### src/rtl/core/bpsu_queue.sv
// Two-entry queue between intake and execution.
`default_nettype none

module bpsu_queue #(
    parameter type entry_t = logic
) (
    input  wire logic clk,
    input  wire logic rst_n,
    input  wire logic push_valid,
    output logic      push_ready,
    input  entry_t    push_entry,
    output logic      pop_valid,
    input  wire logic pop_ready,
    output entry_t    pop_entry
);

    entry_t     slot_reg [2];
    logic       wr_ptr_reg;
    logic       rd_ptr_reg;
    logic [1:0] count_reg;
    logic       do_push;
    logic       do_pop;

    assign push_ready = count_reg != 2'd2;
    assign pop_valid  = count_reg != 2'd0;
    assign pop_entry  = slot_reg[rd_ptr_reg];
    assign do_push    = push_valid && push_ready;
    assign do_pop     = pop_valid && pop_ready;

    always_ff @(posedge clk)
    begin
        if (do_push)
        begin
            slot_reg[wr_ptr_reg] <= push_entry;
        end
    end

    always_ff @(posedge clk or negedge rst_n)
    begin
        if (!rst_n)
        begin
            wr_ptr_reg <= 1'b0;
            rd_ptr_reg <= 1'b0;
            count_reg  <= 2'd0;
        end
        else
        begin
            if (do_push)
            begin
                wr_ptr_reg <= ~wr_ptr_reg;
            end
            if (do_pop)
            begin
                rd_ptr_reg <= ~rd_ptr_reg;
            end
            if (do_push && !do_pop)
            begin
                count_reg <= count_reg + 2'd1;
            end
            else if (do_pop && !do_push)
            begin
                count_reg <= count_reg - 2'd1;
            end
        end
    end

endmodule

`default_nettype wire

### config.mk
export PLATFORM = sky130hd
export DESIGN_NAME = bpsu_queue
export DESIGN_NICKNAME = d
export VERILOG_FILES = /design/src/rtl/core/bpsu_queue.sv
export SDC_FILE = /design/constraint.sdc
export NUM_CORES = 1
export LEC_CHECK = 0
export ABC_AREA = 1
export BUFFER_PORTS_ARGS = -buffer_cell sky130_fd_sc_hd__buf_2
export CAP_MARGIN = 20
export CELL_PAD_IN_SITES_DETAIL_PLACEMENT = 0
export CELL_PAD_IN_SITES_GLOBAL_PLACEMENT = 1
export CORE_AREA = 2 2 39 41
export DETAILED_ROUTE_END_ITERATION = 10
export DIE_AREA = 0 0 41 43
export PLACE_DENSITY_LB_ADDON = 0.3
export SLEW_MARGIN = 25
export SYNTH_ARGS = -nofsm -noshare
export SYNTH_HDL_FRONTEND = slang
export SYNTH_SLANG_ARGS = --single-unit
### constraint.sdc
create_clock -name clk -period 2.02 [get_ports clk]
set_clock_uncertainty 0.15 [all_clocks]
set_input_delay 0.303 -clock clk [delete_from_list [all_inputs] [get_ports clk]]
set_output_delay 0.303 -clock clk [all_outputs]
set_load 0.01 [all_outputs]
== Word level (Yosys, flattened, before mapping) ==
Memory sizes are Yosys's and may differ from the RTL's.
Index checks and enable logic that the tools add are counted.
Word-level totals
  flip-flop bits (word level): 4
  bits in read-only memories: 0
  latch bits: 0
  logic and storage cells: 21
  output and inout bits: 3
  bits of input ports: 5
  bits in writable memories: 2
  memories: 1
Operators by class
  shift-type cells: 0
  divide/modulo/power cells: 0
  eq/ne operators: 1
  order comparisons: 0
  reduce and logical (&&, ||, !) cells: 8
  bitwise logic cells: 2
  multipliers: 0
  multiplexer cells: 4
  $add $sub $neg: 2
Memory list
  slot_reg: words 2, bits a word 1, rd ports 1, clocked after memory_dff 0, write ports 1, RTL line 17  | entry_t slot_reg [2];
Operator list (count)
  logical AND 1 bit: 4
  2-to-1 mux 2 bit: 2
  nonzero test 2 bit: 2
  adder 2 x 1 -> 2 bit, second input constant: 1
  zero test 1 bit: 2
  2-to-1 mux 1 bit: 2
  inequality test 2 bit, second input constant: 1
  NOT 1 bit: 2
  subtractor 2 x 1 -> 2 bit, second input constant: 1

== Longest topological paths before layout ==
  depth after elaboration: 6
  gate-level depth with buffers: 10

== Worst setup path after synthesis ==
No wires, ideal clock.
  path type: register to register
  start: register count_reg[0]
  end: register count_reg[1]
  cell stages (with the launch flop): 10
  library setup time: 0.117 ns
  buffers on the path: 0
  clock period less this slack: 1.464 ns
  required time: 1.753 ns
  data arrival time: 1.198 ns
  setup slack: 0.556 ns
  cells stage by stage: dfrtp_1 -> inv_2 -> nand2_4 -> nand2_4 -> inv_1 -> ha_1 -> inv_1 -> nand3_1 -> nand2_1 -> nand2_1
Between the ends
  longest elaborated chain between the ends: 5
Ends and longest elaborated chain
  from (decl): RTL line 20  | logic [1:0] count_reg;
  from (signal assigned): RTL line 58  | count_reg <= count_reg + 2'd1;
  from (signal assigned): RTL line 62  | count_reg <= count_reg - 2'd1;
  inequality test 2 bit (*): RTL line 24  | assign push_ready = count_reg != 2'd2;
  net push_ready: RTL line 10  | output logic push_ready,
  logical AND 1 bit (*): RTL line 27  | assign do_push = push_valid && push_ready;
  net do_push: RTL line 21  | logic do_push;
  zero test 1 bit: RTL line 60  | else if (do_pop && !do_push)
  logical AND 1 bit: RTL line 60
  nonzero test 2 bit (no source line)
Mark *: on every way through the listed nets, which the timed path passes. The rest lies on a longest branch. The select of a mux whose other input is x is not followed.
A chain may end at the register's enable or synchronous reset.

== Worst setup path after layout ==
  start: register count_reg[0]
  end: register count_reg[1]
Between the ends
  longest elaborated chain between the ends: 5
Ends and longest elaborated chain (RTL line)
  inequality test 2 bit (*): 24
  logical AND 1 bit (*): 27
  net do_push: 21
  zero test 1 bit: 60
  logical AND 1 bit: 60
  nonzero test 2 bit (no source line)
Marks and branches as above.

==> impl_results.html <==
<table>
<tr><th>Metric</th><th>Value</th></tr>
<tr><th colspan="2">CTS</th></tr>
<tr><td>Worst-skew pair later-pin latency</td><td>0.25 ns</td></tr>
<tr><td>Count of cells resized by post-cts repair</td><td>0</td></tr>
<tr><td>Number of H-tree branching levels</td><td>1</td></tr>
<tr><td>CTS Buf Count</td><td>3</td></tr>
<tr><td>Number of sinks driven by the clock tree</td><td>6</td></tr>
<tr><td>Clock Root Buffer</td><td>sky130_fd_sc_hd__clkbuf_4</td></tr>
<tr><td>CTS clock-pin slew for the worst setup and hold paths</td><td>0.05 ns</td></tr>
<tr><td>TritonCTS clock tree</td><td>done</td></tr>
<tr><td>Number of buffers on the longest clock path</td><td>2</td></tr>
<tr><td>Setup repair bufs after CTS</td><td>0</td></tr>
<tr><th colspan="2">Flow run</th></tr>
<tr><td>Max-cap check violation count</td><td>0</td></tr>
<tr><th colspan="2">Drt</th></tr>
<tr><td>Via count normalized by instance count</td><td>3.74</td></tr>
<tr><td>Detailed-route via count</td><td>232</td></tr>
<tr><td>Average routed wire per standard cell</td><td>between 7 and 8 um</td></tr>
<tr><td>Number of iterations in the first detailed-routing pass</td><td>2</td></tr>
<tr><td>Post-detailed-route DRC marker count</td><td>0</td></tr>
<tr><td>DRT antenna net count</td><td>0</td></tr>
<tr><td>First DRT Iteration DRCs</td><td>4</td></tr>
<tr><td>Overall routed net length</td><td>494 um</td></tr>
<tr><th colspan="2">Pwr</th></tr>
<tr><td>Sequential group share of total power</td><td>35.5%</td></tr>
<tr><td>Logic gate share of total power</td><td>45.0%</td></tr>
<tr><td>Clock Power Share</td><td>19.5%</td></tr>
<tr><td>Internal cell power</td><td>0.370 mW</td></tr>
<tr><td>Sw Share</td><td>39.9%</td></tr>
<tr><td>Leak pwr</td><td>0.214 nW</td></tr>
<tr><td>Max rail drop VDD</td><td>between 400 and 500 uV</td></tr>
<tr><td>Switching power</td><td>between 0.2 and 0.25 mW</td></tr>
<tr><td>PD cells</td><td>approximately 1500 nW/um2</td></tr>
<tr><th colspan="2">Floorplan</th></tr>
<tr><td>I/O Pins</td><td>8</td></tr>
<tr><td>Die ar.</td><td>1760 um2</td></tr>
<tr><td>Site row count</td><td>14</td></tr>
<tr><td>Horizontal die dimension</td><td>41 um</td></tr>
<tr><td>Effective utilization at floorplan</td><td>22.9%</td></tr>
<tr><td>Area of the core region</td><td>1380 um2</td></tr>
<tr><td>Die Y-Extent</td><td>approximately 43 um</td></tr>
<tr><th colspan="2">Setup path</th></tr>
<tr><td>Sum of buffers and inverters on the critical path</td><td>3</td></tr>
<tr><td>Slowest stage delay, CP</td><td>0.40 ns</td></tr>
<tr><td>Kind of cell with the highest combined delay on the critical path</td><td>flip-flops</td></tr>
<tr><td>Startpoint type of the worst setup path</td><td>flop</td></tr>
<tr><td>CP Class</td><td>flop to flop</td></tr>
<tr><td>Endpoint of the lowest-slack register-to-register path</td><td>count_reg[1]</td></tr>
<tr><td>Cell depth of the worst setup path</td><td>9</td></tr>
<tr><td>Worst path cell trace</td><td>inv_2 &gt; nand2_4 &gt; nand2_4 &gt; inv_1 &gt; ha_1 &gt; inv_1 &gt; nand3_1 &gt; nand2_1 &gt; nand2_1</td></tr>
<tr><td>Beginning of the worst register-to-register path</td><td>count_reg[0]</td></tr>
<tr><td>Slowest CP cell</td><td>sky130_fd_sc_hd__dfrtp_1</td></tr>
<tr><td>Top fanout value on the critical path</td><td>4</td></tr>
<tr><td>Crit. End Element</td><td>flop</td></tr>
<tr><td>Slack of the worst reg-to-reg path</td><td>0.48 ns</td></tr>
<tr><td>Worst path arrival time</td><td>1.52 ns</td></tr>
<tr><td>Worst R2R Path Depth</td><td>9</td></tr>
<tr><td>CP Data Required Time</td><td>2.00 ns</td></tr>
<tr><th colspan="2">Global route</th></tr>
<tr><td>Number of global-route vias before repair</td><td>220</td></tr>
<tr><td>Overall routing resource usage</td><td>6.61%</td></tr>
<tr><td>Wire length of the first global-routing pass</td><td>765 um</td></tr>
<tr><td>Overflow after GRT</td><td>0</td></tr>
<tr><td>Number of antenna violations at the first check in global routing</td><td>0</td></tr>
<tr><td>Largest net degree at the start of global routing</td><td>5</td></tr>
<tr><th colspan="2">Synthesis</th></tr>
<tr><td>Sequential share of the synthesized area</td><td>50.6%</td></tr>
<tr><td>Unique masters post-synth</td><td>13</td></tr>
<tr><td>Flops &amp; latches, synth</td><td>6</td></tr>
<tr><td>Synthesized net count</td><td>40</td></tr>
<tr><td>Area fraction of the dominant cell type after synthesis</td><td>between 30% and 40%</td></tr>
<tr><td>Mapped Area</td><td>317 um2</td></tr>
<tr><td>Post-synthesis cell count</td><td>34</td></tr>
<tr><td>Yosys warning count</td><td>0</td></tr>
<tr><td>Area contributors post-synth</td><td>sky130_fd_sc_hd__dfrtp_1 (32%), sky130_fd_sc_hd__edfxtp_1 (19%), sky130_fd_sc_hd__nand2_1 (11%)</td></tr>
<tr><td>Syn_area_per_cell</td><td>9.31 um2</td></tr>
<tr><td>Cell type contributing the most total cell area after synthesis</td><td>sky130_fd_sc_hd__dfrtp_1</td></tr>
<tr><th colspan="2">Timing</th></tr>
<tr><td>Summed negative setup slack over all endpoints</td><td>0 ns</td></tr>
<tr><td>Unrepaired setup endpoints after global routing</td><td>false</td></tr>
<tr><td>Minimum hold slack</td><td>0.0950 ns</td></tr>
<tr><td>Final setup violation count</td><td>0</td></tr>
<tr><td>Relative slew margins</td><td>88.8%</td></tr>
<tr><td>Share of the clock period used by the worst path after layout</td><td>76.2%</td></tr>
<tr><td>Maximum clock frequency</td><td>650 MHz</td></tr>
<tr><td>Worst slew pin tran</td><td>0.169 ns</td></tr>
<tr><td>Max-slew violation count</td><td>0</td></tr>
<tr><td>Fin crit period</td><td>~1.5 ns</td></tr>
<tr><td>Final Hold Fails</td><td>0</td></tr>
<tr><th colspan="2">Final layout</th></tr>
<tr><td>Filler cell count in the final layout</td><td>146</td></tr>
<tr><td>Number of nets in the finished design</td><td>53</td></tr>
<tr><td>Synth-to-Final Area Change</td><td>28.9%</td></tr>
<tr><td>Count of placed standard cells in the final layout, fillers left out</td><td>62</td></tr>
<tr><td>Cell area after layout</td><td>408 um2</td></tr>
<tr><td>Final core utilization</td><td>29.5%</td></tr>
<tr><td>Most frequent cells in the layout</td><td>sky130_fd_sc_hd__nand2_1 (9), sky130_fd_sc_hd__buf_2 (7), sky130_fd_sc_hd__inv_1 (5), sky130_fd_sc_hd__dfrtp_1 (4), sky130_fd_sc_hd__clkbuf_4 (3)</td></tr>
<tr><td>Fraction of layout instances using a drive strength above 1</td><td>37.0%</td></tr>
<tr><td>Leading cell type in the layout, fill and taps excluded</td><td>sky130_fd_sc_hd__nand2_1</td></tr>
<tr><td>Antenna diodes</td><td>0</td></tr>
<tr><th colspan="2">Min path</th></tr>
<tr><td>Hold-critical path endpoint</td><td>slot_reg[1]</td></tr>
<tr><td>Hold/Removal Path Class</td><td>primary input to flop</td></tr>
<tr><td>Depth of the worst hold-timing path</td><td>1</td></tr>
<tr><td>HP Start</td><td>push_entry</td></tr>
<tr><th colspan="2">Placed design</th></tr>
<tr><td>Weighted congestion reported at the end of routability-driven placement</td><td>0.636</td></tr>
<tr><td>Cell Count Post-Placement</td><td>57</td></tr>
<tr><td>Placed inst area</td><td>372 um2</td></tr>
<tr><td>DPL Wire Length</td><td>406 um</td></tr>
<tr><td>Port bufs</td><td>7</td></tr>
<tr><th colspan="2">Status</th></tr>
<tr><td>Outcome</td><td>finished clean</td></tr>
</table>
==> what timing repair did <==
item | in CTS | in global routing
hold endpoints to repair | 4 | 0
setup endpoints to repair | 0 | 0
hold buffers | 1 | 0
==> power by group through the flow <==
stage | combinational [mW] | clock, mW | sequential, mW
after global placement | 0.277 | 0 | 0.221
after CTS | 0.284 | 0.123 | 0.219
final | 0.277 | 0.120 | 0.219
after global routing | 0.308 | 0.130 | 0.227
after detailed placement | 0.280 | 0 | 0.221
after floorplan | 0.214 | 0 | 0.216
==> synthesized netlist by cell type, drive strengths merged <==
| library cell | n |
|---|---|
| nand3 | 2 |
| dfrtp | 4 |
| nand2 | 13 |
| nor2 | 2 |
| xnor2 | 1 |
| xor2 | 1 |
| edfxtp | 2 |
| inv | 7 |
| nand4 | 1 |
| ha | 1 |
==> metrics by stage <==
step | worst slack [ns] | total power, mW
after floorplan | 0.556 | 0.429
after global placement | 0.485 | 0.498
after detailed placement | 0.468 | 0.502
after CTS | 0.461 | 0.626
after global routing | 0.387 | 0.665
final | 0.481 | 0.616
==> final cells by class <==
type	instances	area (um2)	area share [%]
flip-flops and latches	6	160	39.3
multi-input cells	21	130	31.9
repair buffers	8	45.0	11.0
clock buffers	4	26.3	6.44
inverters	7	26.3	6.44
well taps	16	20.0	4.91
==> kinds of logic (layout without fill, tap and decap cells) <==
family / after synthesis / count (layout) / synth area share, %
simple gates: 18 / 18 / 29.2
fa+ha+maj: 1 / 1 / 3.95
flops: 6 / 6 / 50.6
buf+inv: 7 / 19 / 8.30
xor+xnor: 2 / 2 / 7.91
==> metal layers <==
metal | wire [um] | track usage (%)
met1 | 230 | 7.36
met2 | 234 | 9.69
met3 | 28 | 1.57
met4 | 0 | 6.00
met5 | 0 | 0
==> worst max-delay path by stage <==
stage | startpoint | end | slack, ns
6_report | count_reg[0] | count_reg[1] | 0.48
5_1_grt | count_reg[0] | count_reg[1] | 0.39
4_1_cts | count_reg[0] | count_reg[1] | 0.46
3_5_place_dp | count_reg[0] | count_reg[1] | 0.47
3_3_place_gp | count_reg[0] | count_reg[1] | 0.48
2_1_floorplan | count_reg[0] | count_reg[1] | 0.56
No activity file was read; power rests on OpenSTA's default activity.
